==> src/design/template_type_name_demangler_defines.svh <==
// ----------------------------------------------------------------------------
// Template type-name demangler: assertion macros
// Shared concurrent assertion forms used by the demangler modules.
// ----------------------------------------------------------------------------
`ifndef TEMPLATE_TYPE_NAME_DEMANGLER_DEFINES_SVH
`define TEMPLATE_TYPE_NAME_DEMANGLER_DEFINES_SVH

// The expression holds at every clock edge outside reset.
`define TTND_ASSERT_ALWAYS(label, clk, rst, expr, msg) \
   label: assert property (@(posedge clk) disable iff (rst) (expr)) \
      else $error(msg);

// The consequent holds in the same cycle as the antecedent.
`define TTND_ASSERT_IMPLIES(label, clk, rst, ante, cons, msg) \
   label: assert property (@(posedge clk) disable iff (rst) (ante) |-> (cons)) \
      else $error(msg);

// The consequent holds in the cycle after the antecedent.
`define TTND_ASSERT_NEXT(label, clk, rst, ante, cons, msg) \
   label: assert property (@(posedge clk) disable iff (rst) (ante) |=> (cons)) \
      else $error(msg);

`endif

==> src/design/ttnd_pkg.sv <==
// ----------------------------------------------------------------------------
// Template type-name demangler package
// Character constants, error codes and the result bundle passed from the
// parser to the output serialiser.
// ----------------------------------------------------------------------------
package ttnd_pkg;

   localparam int LEN_BITS_DEF    = 8;
   localparam int QUEUE_DEPTH_DEF = 4;

   localparam logic [7:0] CH_T     = 8'h74;
   localparam logic [7:0] CH_Z     = 8'h5A;
   localparam logic [7:0] CH_LT    = 8'h3C;
   localparam logic [7:0] CH_GT    = 8'h3E;
   localparam logic [7:0] CH_COMMA = 8'h2C;
   localparam logic [7:0] CH_SPACE = 8'h20;
   localparam logic [7:0] CH_ZERO  = 8'h30;
   localparam logic [7:0] CH_NINE  = 8'h39;

   localparam logic [1:0] ERR_NONE     = 2'd0;
   localparam logic [1:0] ERR_MISS_Z   = 2'd1;
   localparam logic [1:0] ERR_TRUNC    = 2'd2;
   localparam logic [1:0] ERR_OVERFLOW = 2'd3;

   // Up to three results caused by one request.
   typedef struct packed {
      logic [1:0]      count;
      logic [2:0][7:0] chars;
      logic            has_char;
      logic            last;
      logic [1:0]      error;
   } bundle_type;

endpackage

==> src/design/ttnd_front.sv <==
// ----------------------------------------------------------------------------
// Template type-name demangler: parser front end
// Accepts one request per cycle while accept_i is high, advances the parse
// state and hands the results that the byte causes to the queue as one bundle.
// ----------------------------------------------------------------------------
module ttnd_front #(
   parameter int LEN_BITS = ttnd_pkg::LEN_BITS_DEF
) (
   input  logic                  clock,
   input  logic                  reset,
   input  logic                  accept_i,
   input  logic [7:0]            char_i,
   input  logic                  last_i,
   output logic                  push_o,
   output ttnd_pkg::bundle_type  bundle_o
);

   typedef enum logic [9:0] {
      PH_START     = 10'b00_0000_0001,
      PH_PLAIN_DIG = 10'b00_0000_0010,
      PH_PASS      = 10'b00_0000_0100,
      PH_BASE_LEN  = 10'b00_0000_1000,
      PH_BASE_COPY = 10'b00_0001_0000,
      PH_COUNT     = 10'b00_0010_0000,
      PH_ZED       = 10'b00_0100_0000,
      PH_PLEN      = 10'b00_1000_0000,
      PH_PCOPY     = 10'b01_0000_0000,
      PH_DISCARD   = 10'b10_0000_0000
   } phase_type;

   localparam int PROD_W = LEN_BITS + 4;

   phase_type           phase_ff, phase_in;
   logic [LEN_BITS-1:0] copy_ff, copy_in;
   logic [LEN_BITS-1:0] params_ff, params_in;
   logic [1:0]          errc_ff, errc_in;

   logic                is_dig;
   logic [LEN_BITS-1:0] acc_sel;
   logic [PROD_W-1:0]   acc_wide;
   logic [PROD_W-1:0]   prod;
   logic                acc_ovf;
   logic [LEN_BITS-1:0] acc_new;
   logic [LEN_BITS-1:0] copy_dec;
   logic [LEN_BITS-1:0] params_dec;
   logic [LEN_BITS-1:0] params_n_dec;

   phase_type           ph_n;
   logic [LEN_BITS-1:0] copy_n;
   logic [LEN_BITS-1:0] params_n;
   logic [1:0]          err_c;
   logic [1:0]          nput;
   logic [2:0][7:0]     chars_v;

   assign is_dig     = (char_i >= ttnd_pkg::CH_ZERO) && (char_i <= ttnd_pkg::CH_NINE);
   assign acc_sel    = (phase_ff == PH_COUNT) ? params_ff : copy_ff;
   assign acc_wide   = PROD_W'(acc_sel);
   assign prod       = (acc_wide << 3) + (acc_wide << 1) + PROD_W'(char_i[3:0]);
   assign acc_ovf    = |prod[PROD_W-1:LEN_BITS];
   assign acc_new    = prod[LEN_BITS-1:0];
   assign copy_dec   = copy_ff - LEN_BITS'(1);
   assign params_dec = params_ff - LEN_BITS'(1);

   // Parse one byte; the flush at the final byte closes any open number.
   always_comb begin
      ph_n         = phase_ff;
      copy_n       = copy_ff;
      params_n     = params_ff;
      err_c        = ttnd_pkg::ERR_NONE;
      nput         = 2'd0;
      chars_v      = '0;
      params_n_dec = '0;

      unique case (phase_ff)
         PH_START: begin
            if (char_i == ttnd_pkg::CH_T) begin
               copy_n = '0;
               ph_n   = PH_BASE_LEN;
            end else if (is_dig) begin
               ph_n = PH_PLAIN_DIG;
            end else begin
               chars_v[0] = char_i;
               nput       = 2'd1;
               ph_n       = PH_PASS;
            end
         end
         PH_PLAIN_DIG: begin
            if (!is_dig) begin
               chars_v[0] = char_i;
               nput       = 2'd1;
               ph_n       = PH_PASS;
            end
         end
         PH_BASE_LEN: begin
            if (is_dig) begin
               if (acc_ovf) err_c = ttnd_pkg::ERR_OVERFLOW;
               else copy_n = acc_new;
            end else if (copy_ff != '0) begin
               chars_v[0] = char_i;
               nput       = 2'd1;
               copy_n     = copy_dec;
               ph_n       = PH_BASE_COPY;
               if (copy_dec == '0) begin
                  chars_v[1] = ttnd_pkg::CH_LT;
                  nput       = 2'd2;
                  params_n   = '0;
                  ph_n       = PH_COUNT;
               end
            end else begin
               chars_v[0] = ttnd_pkg::CH_LT;
               chars_v[1] = ttnd_pkg::CH_GT;
               chars_v[2] = char_i;
               nput       = 2'd3;
               params_n   = '0;
               ph_n       = PH_PASS;
            end
         end
         PH_BASE_COPY: begin
            chars_v[0] = char_i;
            nput       = 2'd1;
            copy_n     = copy_dec;
            if (copy_dec == '0) begin
               chars_v[1] = ttnd_pkg::CH_LT;
               nput       = 2'd2;
               params_n   = '0;
               ph_n       = PH_COUNT;
            end
         end
         PH_COUNT: begin
            if (is_dig) begin
               if (acc_ovf) err_c = ttnd_pkg::ERR_OVERFLOW;
               else params_n = acc_new;
            end else if (params_ff != '0) begin
               if (char_i != ttnd_pkg::CH_Z) begin
                  err_c = ttnd_pkg::ERR_MISS_Z;
               end else begin
                  copy_n = '0;
                  ph_n   = PH_PLEN;
               end
            end else begin
               chars_v[0] = ttnd_pkg::CH_GT;
               chars_v[1] = char_i;
               nput       = 2'd2;
               ph_n       = PH_PASS;
            end
         end
         PH_ZED: begin
            if (char_i != ttnd_pkg::CH_Z) begin
               err_c = ttnd_pkg::ERR_MISS_Z;
            end else begin
               copy_n = '0;
               ph_n   = PH_PLEN;
            end
         end
         PH_PLEN: begin
            if (is_dig) begin
               if (acc_ovf) err_c = ttnd_pkg::ERR_OVERFLOW;
               else copy_n = acc_new;
            end else if (copy_ff != '0) begin
               chars_v[0] = char_i;
               nput       = 2'd1;
               copy_n     = copy_dec;
               ph_n       = PH_PCOPY;
               if (copy_dec == '0) begin
                  params_n = params_dec;
                  if (params_dec == '0) begin
                     chars_v[1] = ttnd_pkg::CH_GT;
                     nput       = 2'd2;
                     ph_n       = PH_PASS;
                  end else begin
                     chars_v[1] = ttnd_pkg::CH_COMMA;
                     chars_v[2] = ttnd_pkg::CH_SPACE;
                     nput       = 2'd3;
                     ph_n       = PH_ZED;
                  end
               end
            end else begin
               params_n = params_dec;
               if (params_dec == '0) begin
                  chars_v[0] = ttnd_pkg::CH_GT;
                  chars_v[1] = char_i;
                  nput       = 2'd2;
                  ph_n       = PH_PASS;
               end else if (char_i != ttnd_pkg::CH_Z) begin
                  err_c = ttnd_pkg::ERR_MISS_Z;
               end else begin
                  chars_v[0] = ttnd_pkg::CH_COMMA;
                  chars_v[1] = ttnd_pkg::CH_SPACE;
                  nput       = 2'd2;
                  copy_n     = '0;
                  ph_n       = PH_PLEN;
               end
            end
         end
         PH_PCOPY: begin
            chars_v[0] = char_i;
            nput       = 2'd1;
            copy_n     = copy_dec;
            if (copy_dec == '0) begin
               params_n = params_dec;
               if (params_dec == '0) begin
                  chars_v[1] = ttnd_pkg::CH_GT;
                  nput       = 2'd2;
                  ph_n       = PH_PASS;
               end else begin
                  chars_v[1] = ttnd_pkg::CH_COMMA;
                  chars_v[2] = ttnd_pkg::CH_SPACE;
                  nput       = 2'd3;
                  ph_n       = PH_ZED;
               end
            end
         end
         default: begin
            chars_v[0] = char_i;
            nput       = 2'd1;
            ph_n       = PH_PASS;
         end
      endcase

      if (last_i && (err_c == ttnd_pkg::ERR_NONE)) begin
         params_n_dec = params_n - LEN_BITS'(1);
         unique case (ph_n) inside
            PH_BASE_LEN: begin
               if (copy_n != '0) begin
                  err_c = ttnd_pkg::ERR_TRUNC;
               end else begin
                  chars_v[0] = ttnd_pkg::CH_LT;
                  chars_v[1] = ttnd_pkg::CH_GT;
                  nput       = 2'd2;
               end
            end
            PH_COUNT: begin
               if (params_n != '0) begin
                  err_c = ttnd_pkg::ERR_TRUNC;
               end else begin
                  chars_v[nput] = ttnd_pkg::CH_GT;
                  nput          = nput + 2'd1;
               end
            end
            PH_PLEN: begin
               if ((copy_n != '0) || (params_n_dec != '0)) begin
                  err_c = ttnd_pkg::ERR_TRUNC;
               end else begin
                  chars_v[nput] = ttnd_pkg::CH_GT;
                  nput          = nput + 2'd1;
               end
            end
            PH_PASS, PH_PLAIN_DIG: begin
            end
            default: begin
               err_c = ttnd_pkg::ERR_TRUNC;
            end
         endcase
      end
   end

   // Build the bundle and the next state.
   always_comb begin
      phase_in          = phase_ff;
      copy_in           = copy_ff;
      params_in         = params_ff;
      errc_in           = errc_ff;
      push_o            = 1'b0;
      bundle_o.count    = 2'd1;
      bundle_o.chars    = '0;
      bundle_o.has_char = 1'b0;
      bundle_o.last     = last_i;
      bundle_o.error    = ttnd_pkg::ERR_NONE;

      if (accept_i) begin
         if (phase_ff == PH_DISCARD) begin
            if (last_i) begin
               push_o         = 1'b1;
               bundle_o.error = errc_ff;
            end
         end else if (err_c != ttnd_pkg::ERR_NONE) begin
            push_o         = 1'b1;
            bundle_o.error = err_c;
            if (!last_i) begin
               phase_in = PH_DISCARD;
               errc_in  = err_c;
            end
         end else begin
            phase_in  = ph_n;
            copy_in   = copy_n;
            params_in = params_n;
            if (nput != 2'd0) begin
               push_o            = 1'b1;
               bundle_o.count    = nput;
               bundle_o.chars    = chars_v;
               bundle_o.has_char = 1'b1;
            end else if (last_i) begin
               push_o = 1'b1;
            end
         end
         if (last_i) begin
            phase_in  = PH_START;
            copy_in   = '0;
            params_in = '0;
            errc_in   = ttnd_pkg::ERR_NONE;
         end
      end
   end

   always_ff @(posedge clock) begin
      if (reset) begin
         phase_ff  <= PH_START;
         copy_ff   <= '0;
         params_ff <= '0;
         errc_ff   <= ttnd_pkg::ERR_NONE;
      end else begin
         phase_ff  <= phase_in;
         copy_ff   <= copy_in;
         params_ff <= params_in;
         errc_ff   <= errc_in;
      end
   end

endmodule

==> src/design/ttnd_queue.sv <==
// ----------------------------------------------------------------------------
// Template type-name demangler: bundle queue
// A short first-in first-out queue of result bundles between the parser
// and the output serialiser.
// ----------------------------------------------------------------------------
`include "template_type_name_demangler_defines.svh"

module ttnd_queue #(
   parameter int QUEUE_DEPTH = ttnd_pkg::QUEUE_DEPTH_DEF
) (
   input  logic                  clock,
   input  logic                  reset,
   input  logic                  push_i,
   input  ttnd_pkg::bundle_type  push_data_i,
   input  logic                  pop_i,
   output logic                  full_o,
   output logic                  empty_o,
   output ttnd_pkg::bundle_type  head_o
);

   localparam int PTR_W = (QUEUE_DEPTH > 1) ? $clog2(QUEUE_DEPTH) : 1;
   localparam int CNT_W = $clog2(QUEUE_DEPTH + 1);

   ttnd_pkg::bundle_type entry_ff [QUEUE_DEPTH];
   logic [PTR_W-1:0]     wr_ptr_ff, wr_ptr_in;
   logic [PTR_W-1:0]     rd_ptr_ff, rd_ptr_in;
   logic [CNT_W-1:0]     count_ff, count_in;
   logic                 do_push;
   logic                 do_pop;

   assign full_o  = (count_ff == CNT_W'(QUEUE_DEPTH));
   assign empty_o = (count_ff == '0);
   assign head_o  = entry_ff[rd_ptr_ff];
   assign do_push = push_i && !full_o;
   assign do_pop  = pop_i && !empty_o;

   always_comb begin
      wr_ptr_in = wr_ptr_ff;
      rd_ptr_in = rd_ptr_ff;
      count_in  = count_ff;
      if (do_push) begin
         wr_ptr_in = (wr_ptr_ff == PTR_W'(QUEUE_DEPTH - 1)) ? '0 : wr_ptr_ff + PTR_W'(1);
      end
      if (do_pop) begin
         rd_ptr_in = (rd_ptr_ff == PTR_W'(QUEUE_DEPTH - 1)) ? '0 : rd_ptr_ff + PTR_W'(1);
      end
      if (do_push && !do_pop) count_in = count_ff + CNT_W'(1);
      else if (do_pop && !do_push) count_in = count_ff - CNT_W'(1);
   end

   always_ff @(posedge clock) begin
      if (do_push) begin
         entry_ff[wr_ptr_ff] <= push_data_i;
      end
   end

   always_ff @(posedge clock) begin
      if (reset) begin
         wr_ptr_ff <= '0;
         rd_ptr_ff <= '0;
         count_ff  <= '0;
      end else begin
         wr_ptr_ff <= wr_ptr_in;
         rd_ptr_ff <= rd_ptr_in;
         count_ff  <= count_in;
      end
   end

   `TTND_ASSERT_IMPLIES(a_no_push_when_full, clock, reset, full_o, !push_i, "push into a full queue")
   `TTND_ASSERT_ALWAYS(a_count_bound, clock, reset, count_ff <= CNT_W'(QUEUE_DEPTH), "count overrun")
   `TTND_ASSERT_NEXT(a_push_fills, clock, reset, push_i && !full_o && !pop_i, !empty_o, "queue lost a bundle")

endmodule

==> src/design/ttnd_back.sv <==
// ----------------------------------------------------------------------------
// Template type-name demangler: output serialiser
// Takes bundles from the queue and delivers their results one per cycle
// through a registered response stage while rsp_stall is low.
// ----------------------------------------------------------------------------
`include "template_type_name_demangler_defines.svh"

module ttnd_back (
   input  logic                  clock,
   input  logic                  reset,
   input  logic                  empty_i,
   input  ttnd_pkg::bundle_type  head_i,
   output logic                  pop_o,
   output logic                  rsp_valid,
   input  logic                  rsp_stall,
   output logic [7:0]            rsp_char,
   output logic                  rsp_has_char,
   output logic                  rsp_last,
   output logic [1:0]            rsp_error
);

   logic       valid_ff, valid_in;
   logic [1:0] idx_ff, idx_in;
   logic [7:0] char_ff, char_in;
   logic       has_ff, has_in;
   logic       last_ff, last_in;
   logic [1:0] error_ff, error_in;
   logic       load;
   logic       final_item;
   logic [7:0] sel_char;

   assign load       = !empty_i && (!valid_ff || !rsp_stall);
   assign final_item = (idx_ff == (head_i.count - 2'd1));
   assign pop_o      = load && final_item;

   always_comb begin
      case (idx_ff)
         2'd0:    sel_char = head_i.chars[0];
         2'd1:    sel_char = head_i.chars[1];
         default: sel_char = head_i.chars[2];
      endcase
   end

   always_comb begin
      valid_in = valid_ff;
      idx_in   = idx_ff;
      char_in  = char_ff;
      has_in   = has_ff;
      last_in  = last_ff;
      error_in = error_ff;
      if (load) begin
         valid_in = 1'b1;
         idx_in   = final_item ? 2'd0 : idx_ff + 2'd1;
         char_in  = sel_char;
         has_in   = head_i.has_char;
         last_in  = head_i.last && final_item;
         error_in = head_i.error;
      end else if (!rsp_stall) begin
         valid_in = 1'b0;
      end
   end

   always_ff @(posedge clock) begin
      if (reset) begin
         valid_ff <= 1'b0;
         idx_ff   <= 2'd0;
      end else begin
         valid_ff <= valid_in;
         idx_ff   <= idx_in;
      end
   end

   always_ff @(posedge clock) begin
      char_ff  <= char_in;
      has_ff   <= has_in;
      last_ff  <= last_in;
      error_ff <= error_in;
   end

   assign rsp_valid    = valid_ff;
   assign rsp_char     = char_ff;
   assign rsp_has_char = has_ff;
   assign rsp_last     = last_ff;
   assign rsp_error    = error_ff;

   `TTND_ASSERT_IMPLIES(a_empty_is_end_or_error, clock, reset, valid_ff && !has_ff, last_ff || (error_ff != ttnd_pkg::ERR_NONE), "empty response that is neither final nor an error")
   `TTND_ASSERT_IMPLIES(a_error_has_no_char, clock, reset, valid_ff && (error_ff != ttnd_pkg::ERR_NONE), !has_ff, "error response carries a byte")

endmodule

==> src/design/template_type_name_demangler.sv <==
// An accepted request passes through the bundle queue to the registered response stage.
// Throughput: one request per cycle while the bundle queue has room; each request
// yields up to three responses, and the serialiser delivers one response per cycle
// while rsp_stall is low.
// Reset is synchronous and active high: parse state returns to start of name,
// the queue empties and no response is valid.
// ----------------------------------------------------------------------------
// Template type-name demangler
// Streams a mangled type name byte by byte and produces the demangled name,
// with a parser front end, a bundle queue and an output serialiser.
// ----------------------------------------------------------------------------
module template_type_name_demangler #(
   parameter int LEN_BITS    = ttnd_pkg::LEN_BITS_DEF,
   parameter int QUEUE_DEPTH = ttnd_pkg::QUEUE_DEPTH_DEF
) (
   input  logic       clock,
   input  logic       reset,
   input  logic       req_valid,
   output logic       req_stall,
   input  logic [7:0] req_char,
   input  logic       req_last,
   output logic       rsp_valid,
   input  logic       rsp_stall,
   output logic [7:0] rsp_char,
   output logic       rsp_has_char,
   output logic       rsp_last,
   output logic [1:0] rsp_error
);

   logic                 accept;
   logic                 push;
   ttnd_pkg::bundle_type push_data;
   logic                 pop;
   logic                 full;
   logic                 empty;
   ttnd_pkg::bundle_type head;

   assign req_stall = full;
   assign accept    = req_valid && !full;

   ttnd_front #(
      .LEN_BITS(LEN_BITS)
   ) u_front (
      .clock    (clock),
      .reset    (reset),
      .accept_i (accept),
      .char_i   (req_char),
      .last_i   (req_last),
      .push_o   (push),
      .bundle_o (push_data)
   );

   ttnd_queue #(
      .QUEUE_DEPTH(QUEUE_DEPTH)
   ) u_queue (
      .clock       (clock),
      .reset       (reset),
      .push_i      (push),
      .push_data_i (push_data),
      .pop_i       (pop),
      .full_o      (full),
      .empty_o     (empty),
      .head_o      (head)
   );

   ttnd_back u_back (
      .clock        (clock),
      .reset        (reset),
      .empty_i      (empty),
      .head_i       (head),
      .pop_o        (pop),
      .rsp_valid    (rsp_valid),
      .rsp_stall    (rsp_stall),
      .rsp_char     (rsp_char),
      .rsp_has_char (rsp_has_char),
      .rsp_last     (rsp_last),
      .rsp_error    (rsp_error)
   );

endmodule

==> config.mk <==
export PLATFORM = sky130hd
export DESIGN_NAME = template_type_name_demangler
export DESIGN_NICKNAME = d
export VERILOG_FILES = /design/src/design/ttnd_pkg.sv /design/src/design/ttnd_front.sv /design/src/design/ttnd_queue.sv /design/src/design/ttnd_back.sv /design/src/design/template_type_name_demangler.sv
export VERILOG_INCLUDE_DIRS = /design/src /design/src/design
export SDC_FILE = /design/constraint.sdc
export NUM_CORES = 1
export LEC_CHECK = 0
export ABC_AREA = 0
export ABC_CLOCK_PERIOD_IN_PS = 8400
export BUFFER_PORTS_ARGS = -buffer_cell sky130_fd_sc_hd__buf_2
export CAP_MARGIN = 30
export CORE_UTILIZATION = 28
export CTS_CLUSTER_SIZE = 30
export DETAILED_ROUTE_END_ITERATION = 16
export MAX_ROUTING_LAYER = met4
export SETUP_SLACK_MARGIN = 0.05
export SLEW_MARGIN = 10
export SYNTH_ARGS = -nofsm -noshare
export SYNTH_HDL_FRONTEND = slang
export SYNTH_HIERARCHICAL = 1
export SYNTH_SLANG_ARGS = --single-unit
export TNS_END_PERCENT = 10
==> constraint.sdc <==
create_clock -name clock -period 8.4 [get_ports clock]
set_input_delay 1.68 -clock clock [delete_from_list [all_inputs] [get_ports clock]]
set_output_delay 1.68 -clock clock [all_outputs]
set_load 0.01 [all_outputs]
=== After elaboration in Yosys (flattened, before gate mapping) ===
Memories as Yosys holds them, arrays and structs flattened. A register that Yosys moved wholly into a read port is not among the register bits.
Index checks and enable logic that the tools add are counted.

* Add/subtract/negate cells: 12
* Order comparisons: 4
* Eq/ne operators: 24
* Mux-type cells: 135
* Bitwise logic cells: 3
* Reductions and logical operators: 39

{| class="wikitable"
|+ Operator list
! cell !! count
|-
| two-way mux 8 bit || 30
|-
| two-way mux 10 bit || 15
|-
| two-way mux 24 bit || 5
|-
| two-way mux 27 bit || 4
|-
| two-way mux 16 bit || 6
|-
| case mux 8 bit (6 select lines) || 2
|-
| case mux 10 bit (8 select lines) || 1
|-
| case mux 8 bit (5 select lines) || 2
|-
| two-way mux 2 bit || 37
|-
| case mux 16 bit (3 select lines) || 1
|-
| nonzero test 8 bit || 5
|-
| case mux 8 bit (2 select lines) || 2
|-
| two-way mux 14 bit || 2
|-
| two-way mux 6 bit || 4
|-
| case mux 8 bit (3 select lines) || 1
|-
| subtractor 8 x 1 -> 8 bit, second input constant || 3
|-
| equality test 10 x 2 -> 1 bit, second input constant || 2
|-
| equality test 10 x 4 -> 1 bit, second input constant || 2
|-
| equality test 10 x 6 -> 1 bit, second input constant || 2
|-
| equality test 10 x 8 -> 1 bit, second input constant || 2
|-
| demux 8 bit (select 2 bit) || 1
|-
| logical NOT 8 bit || 2
|-
| case mux 2 bit (4 select lines) || 2
|-
| case mux 2 bit (8 select lines) || 1
|-
| other kinds (42) || 83
|}

* Bits in registers: 50
* RAM bits: 120
* Input bits: 13
* Output and inout port bits: 14
* Word-level logic and storage cells: 231
* Memories: 1

{| class="wikitable"
|+ Memories
! name !! depth !! width !! rd ports !! clocked after Yosys merged registers in !! wr ports !! RTL line !! RTL
|-
| u_queue.entry_ff || 4 || 30 || 1 || 1 || 1 || ttnd_queue.sv:24 || <nowiki>ttnd_pkg::bundle_type entry_ff [QUEUE_DEPTH];</nowiki>
|}

=== Depth between registers and ports, before layout ===
* Depth after elaboration: 24
* Gate-level depth with buffers: 31
* Gate-level depth less buffers: 27

=== By module ===
Netlist, hierarchy kept.

{| class="wikitable"
|+ Modules (own cells, without submodules)
! module !! times used !! cells each !! area each (µm²) !! seq. area each (µm²)
|-
| ttnd_queue || 1 || 206 || 4808.4 || 3783.6
|-
| ttnd_front || 1 || 696 || 4789.6 || 560.5
|-
| ttnd_back || 1 || 61 || 686.9 || 420.4
|-
| template_type_name_demangler || 1 || 1 || 13.8 || 0.0
|}

=== Least setup slack after synthesis ===
OpenSTA, ideal clock, no wires.

* Path kind: input -> register
* From: input port req_char[2]
* To: register u_queue.count_ff[2]
* Setup time: 0.070 ns
* Data arrival time: 7.202 ns
* Required time: 8.330 ns
* Setup slack: 1.128 ns
* Stages on the path: 23
* Buffers on the path: 0
* Path through: ha_1 > ha_1 > fa_1 > a211o_1 > a21o_1 > a31oi_1 > mux2i_4 > or4_1 > o211ai_1 > a211oi_1 > and4_1 > and4_1 > a311o_2 > a21o_1 > a31oi_1 > bufinv_8 > nor2_2 > ha_1 > inv_1 > fa_1 > xor2_1 > or3_1 > a21oi_1

* Longest elaborated chain between the ends: 20
* Elaborated cells on any way between the ends: 87
* Those cells by class: add/sub: 3; order compare: 2; eq/ne: 7; mux: 59; reduce/logical: 16

{| class="wikitable"
|+ RTL lines
! element !! RTL line !! RTL
|-
| start, declared || template_type_name_demangler.sv:20 || <nowiki>input logic [7:0] req_char,</nowiki>
|-
| adder 12 x 4 -> 12 bit / inequality test 8 x 7 -> 1 bit (equally long branches) || -- ||
|-
| OR reduction 4 bit / two-way mux 8 bit (equally long branches) || -- ||
|-
| two-way mux 8 bit, on equally long branches || ttnd_front.sv:131, ttnd_front.sv:179 ||
|-
| two-way mux 8 bit, on equally long branches || ttnd_front.sv:130, ttnd_front.sv:159 ||
|-
| case mux 8 bit (5 select lines) / two-way mux 8 bit (equally long branches) || ttnd_front.sv:74, ttnd_front.sv:156 ||
|-
| subtractor 8 x 1 -> 8 bit / case mux 8 bit (6 select lines) (equally long branches) || ttnd_front.sv:221, ttnd_front.sv:74 ||
|-
| nonzero test 8 bit, on equally long branches || ttnd_front.sv:241, ttnd_front.sv:224 ||
|-
| logical OR 1 bit || ttnd_front.sv:241 || <nowiki>if ((copy_n != '0) || (params_n_dec != '0)) begin</nowiki>
|-
| [... 6 more ...] || -- ||
|-
| two-way mux 1 bit * || ttnd_front.sv:271 || <nowiki>if (phase_ff == PH_DISCARD) begin</nowiki>
|-
| two-way mux 1 bit * || ttnd_front.sv:270 || <nowiki>if (accept_i) begin</nowiki>
|-
| named net push || template_type_name_demangler.sv:31 || <nowiki>logic push;</nowiki>
|-
| logical AND 1 bit * || ttnd_queue.sv:34 || <nowiki>assign do_push = push_i && !full_o;</nowiki>
|-
| named net u_queue.do_push || ttnd_queue.sv:28 || <nowiki>logic do_push;</nowiki>
|-
| logical NOT 1 bit || ttnd_queue.sv:48 || <nowiki>else if (do_pop && !do_push) count_in = count_ff - CNT_W'(1);</nowiki>
|-
| logical AND 1 bit || ttnd_queue.sv:48 ||
|-
| nonzero test 2 bit (no line) || -- ||
|-
| end signal, assigned || ttnd_queue.sv:65 || <nowiki>count_ff <= count_in;</nowiki>
|-
| end, declared || ttnd_queue.sv:27 || <nowiki>logic [CNT_W-1:0] count_ff, count_in;</nowiki>
|}

The timed path passes the listed nets; every way through them passes the cells marked *.
A chain may end at the register's enable or synchronous reset.

=== Final worst setup path ===
* From: register u_front.phase_ff[1]
* To: register u_queue.count_ff[2]

* Longest elaborated chain between the ends: 23
* Elaborated cells on any way between the ends: 74
* Those cells by class: add/sub: 4; eq/ne: 14; mux: 40; reduce/logical: 16

{| class="wikitable"
|+ RTL lines
! element !! RTL line !! RTL
|-
| start, declared || ttnd_front.sv:33 || <nowiki>phase_type phase_ff, phase_in;</nowiki>
|-
| start signal, assigned || ttnd_front.sv:312 || <nowiki>phase_ff <= phase_in;</nowiki>
|-
| equality test 10 x 6 -> 1 bit || ttnd_front.sv:56, ttnd_front.sv:74 ||
|-
| two-way mux 8 bit || ttnd_front.sv:56 || <nowiki>assign acc_sel = (phase_ff == PH_COUNT) ? params_ff : copy_ff;</nowiki>
|-
| adder 11 x 9 -> 12 bit || ttnd_front.sv:58 || <nowiki>assign prod = (acc_wide << 3) + (acc_wide << 1) + PROD_W'(char_i[3:0]);</nowiki>
|-
| adder 12 x 4 -> 12 bit || ttnd_front.sv:58 ||
|-
| OR reduction 4 bit || ttnd_front.sv:59 || <nowiki>assign acc_ovf = |prod[PROD_W-1:LEN_BITS];</nowiki>
|-
| two-way mux 8 bit || ttnd_front.sv:131 || <nowiki>if (acc_ovf) err_c = ttnd_pkg::ERR_OVERFLOW;</nowiki>
|-
| two-way mux 8 bit || ttnd_front.sv:130 || <nowiki>if (is_dig) begin</nowiki>
|-
| case mux 8 bit (5 select lines) || ttnd_front.sv:74 || <nowiki>unique case (phase_ff)</nowiki>
|-
| [... 9 more ...] || -- ||
|-
| two-way mux 1 bit * || ttnd_front.sv:271 ||
|-
| two-way mux 1 bit * || ttnd_front.sv:270 ||
|-
| named net push || template_type_name_demangler.sv:31 ||
|-
| logical AND 1 bit * || ttnd_queue.sv:34 ||
|-
| named net u_queue.do_push || ttnd_queue.sv:28 ||
|-
| logical NOT 1 bit || ttnd_queue.sv:48 ||
|-
| logical AND 1 bit || ttnd_queue.sv:48 ||
|-
| nonzero test 2 bit (no line) || -- ||
|}

Marked as above.

==> run summary <==
Port Buffers -> 26
Leak pwr -> 4.00 nW
Hold WS -> 479 ps
Crit Reg-Reg Startpoint -> u_front/phase_ff[1]
FP Rows -> 69
Setup bufs post-CTS -> 0
Max_slew headroom -> 0.332
Fin Setup TNS -> 0 ps
CTS tree -> built
CTS root buffer -> clkbuf_16
Final setup viols -> 0
Mapped Area -> 10300 sq um
P per Cell Area -> 225 nW/um^2
Library cells used by synthesis -> 102
Inserted Clock Buffers -> 17
Async SR Flop Fraction -> 0
First-pass GRT wire length -> 44.9 mm
Pin count of the biggest net entering global routing -> 31
# Max-Cap Violations -> 0
Synth warn -> 6
Multiplexer area fraction after synthesis -> 0.0786
Gr usage total -> 0.157
Syn Nets -> 1011
XOR/XNOR share of the synthesized area -> 0.0179
Register bit total from synthesis -> 172
Initial Utilization -> 0.287
IR drop worst, VDD -> 0.140 mV
Highest Signal Layer -> met4
Mean Syn Cell Area -> 10.7 sq um
FILL cells -> 3660
R2r setup slk -> 710 ps
Wire length on met3 -> 2.20 mm
Vias per cell -> 5.56
Final clock skew -> 20.4 ps
Top Family by Delay on Critical Path -> simple AND/OR/NAND/NOR gates
Synth Area in Compound Gates -> 0.186
Total wire length -> 28.4 mm
Register area -> 4770 sq um
Simple-Gate Fraction of Synth Area -> 0.171
Final hold vios -> 0
CP Max Fanout -> 14
Seq/Total Area, Yosys -> 0.463
Area of the multi-input gates -> 5120 sq um
Area share of fa/ha/maj cells after synthesis -> 0.0435
N_diodes -> 0
EDFF count, synth -> 132
Crit path launch -> u_front/phase_ff[1]
Shortest period the worst path allows -> 7690 ps
CTS sink count -> 172
CTS Hold Buffers Added -> 0
Via count -> 8021
Die Ht -> 194 um
Synth area leader -> edfxtp_1
Worst-Margin Slew -> 989 ps
Crit path top cell by count -> ha_1
Nature of the critical path startpoint -> flop
Final Max Slew Viols -> 0
# DRC -> 0
Met2 Wirelength -> 13.0 mm
DRT Pass-1 Iters -> 5
Maximum clock frequency -> 0.130 GHz
Initial detailed-routing violation count -> 801
Die width -> 194 um
Worst path depth -> 28
Reg2reg path depth -> 28
Synth area leaders -> edfxtp_1 38%, dfxtp_1 7.8%, mux4_2 6.6%
Commonest register cell after synthesis -> edfxtp_1
Critical Path RT -> 8760 ps
Final ANT Viol Nets -> 0
Initial antenna violation count -> 0
Detail-routed net length per standard cell -> 19.7 um
Crit path DAT -> 8060 ps
Met1 Routed Length -> 12.5 mm
Area growth syn-to-layout -> 11.9%
RSZ-0062 raised after global routing -> false
CTS resizes -> 0
Largest family of logic cells by synthesized area -> compound AO/OA/AOI/OAI gates
R2r endpoint -> u_queue/count_ff[2]
Critical Path End Type -> flop
Critical-path top delay cell -> or4_1
Share of layout cells above drive strength 1 -> 0.158
Die area -> 37600 sq um
Post-DP HPWL -> 20.2 mm
Clock transition at the registers of the reported paths -> 70 ps
Status -> completed
H-tree Lvls -> 4
Worst setup path endpoint -> u_queue/count_ff[2]
Top cell type's share of synthesized area -> 0.385
Hold Crit Class -> flop to flop
I/O pins -> 27
Clock latency on the worst-skew pair -> 440 ps
GPL Wtd Cong -> 0.922
Synth Instances -> 964
Net count, final -> 1015
Crit share post-route -> 0.916
Crit path kind -> flop to flop
Buf/Inv on CP -> 3
CP peak stage delay -> 570 ps
Grt total ovfl -> 0
Placeable Area -> 35900 sq um
Vias in the first global route -> 7874
Max Buffers Root-to-Sink -> 2
==> logic make-up after synthesis <==
family / count (synthesis)
flip-flops: 172
AND/OR/NAND/NOR: 329
XOR/XNOR: 21
buffers and inverters: 92
multiplexers: 41
AO/OA/AOI/OAI: 275
adder cells (fa/ha/maj): 34
==> cell type report <==
| type | instances | area share |
|---|---|---|
| clock buffer | 17 | 0.0369 |
| tap | 461 | 0.0501 |
| clock inverter | 15 | 0.0159 |
| sequential | 172 | 0.414 |
| multi-input combinational | 700 | 0.445 |
| timing repair buffer | 51 | 0.0288 |
| inverter | 26 | 0.0101 |
==> worst min-delay path by stage <==
stage	slack [ps]	depth (start not counted)	start	to
floorplan	440	1	u_front/errc_ff[0]	u_front/errc_ff[0]
global placement	460	1	u_front/errc_ff[0]	u_front/errc_ff[0]
detailed placement	470	1	u_front/errc_ff[0]	u_front/errc_ff[0]
CTS	480	2	u_back/rsp_valid	u_back/rsp_valid
global route	500	1	u_front/errc_ff[0]	u_front/errc_ff[0]
finish	480	1	u_front/errc_ff[0]	u_front/errc_ff[0]
==> metrics by stage <==
stage | util | cells | setup WS [ps] | power [mW] | area [sq um]
global placement | 0.303 | 1408 | 726 | 1.81 | 10900
global route | 0.321 | 1442 | 141 | 2.73 | 11500
CTS | 0.320 | 1440 | 754 | 2.62 | 11500
detailed placement | 0.303 | 1408 | 654 | 1.82 | 10900
floorplan | - | 964 | 1130 | 1.61 | 10300
finish | 0.321 | 1442 | 708 | 2.59 | 11500
==> cells in the final DEF, fill, tap and decap left out, types with 26 or more instances in the layout <==
cell        n
edfxtp_1  132
nand2_1    94
nor2_1     72
a21oi_1    56
o21ai_0    53
dfxtp_1    39
ha_1       31
mux4_2     30
buf_2      26
nor3_1     26
==> metal layers <==
layer | global-route usage | vias up
met3 | 0.0355 | 58
met4 | 0.0510 | 0
met1 | 0.204 | 3874
li1 | - | 3741
met2 | 0.242 | 348
met5 | - | -
==> power breakdown <==
group          internal, mW  switching [mW]  total [mW]
Combinational         0.271           0.401       0.671
Sequential             1.08          0.0441        1.13
Clock                 0.425           0.371       0.796
Total                  1.78           0.815        2.59
==> sequential cells by signal, summed over array words and instances (netlist names), 3 cells and up, named ones only <==
register / cells
u_queue/count_ff: 3
u_front/copy_ff: 8
u_front/phase_ff: 10
u_back/rsp_char: 8
u_front/params_ff: 8
u_queue/entry_ff: 120
==> synth_stat cells (4+ instances only) <==
cell type	instances
a21o_1	9
o21a_1	6
mux4_2	30
or4_1	7
dfxtp_1	40
nand2b_1	10
and4_1	6
nor3_1	26
or3_1	10
o2111ai_1	5
nand3_1	21
edfxtp_1	132
o22ai_1	11
xnor2_1	14
nand2_1	94
o21ai_1	10
a22o_1	6
nor4_1	11
a21oi_1	56
nor2_1	72
xor2_1	7
a31oi_1	22
o211ai_1	5
a22oi_1	17
nor2b_1	4
a211oi_1	8
mux2i_1	7
o21ai_0	53
clkbuf_1	44
nor4bb_1	7
ha_1	31
a221oi_1	5
and3_1	14
and2_1	7
a221o_1	4
buf_2	15
buf_4	4
or3b_1	4
inv_1	23
a21boi_0	4
==> worst register-to-register path, delay by kind of cell (launching register included) <==
| family | cells | cell delay [ps] |
|---|---|---|
| AOI/OAI and AO/OA | 10 | 2310 |
| DFF | 1 | 400 |
| xor gates and xnor gates | 1 | 170 |
| adders and majority gates | 5 | 1610 |
| muxes | 1 | 180 |
| and+or+nand+nor | 8 | 2450 |
| buffers and inverters | 3 | 500 |
Power figures use the tool's default switching activity.
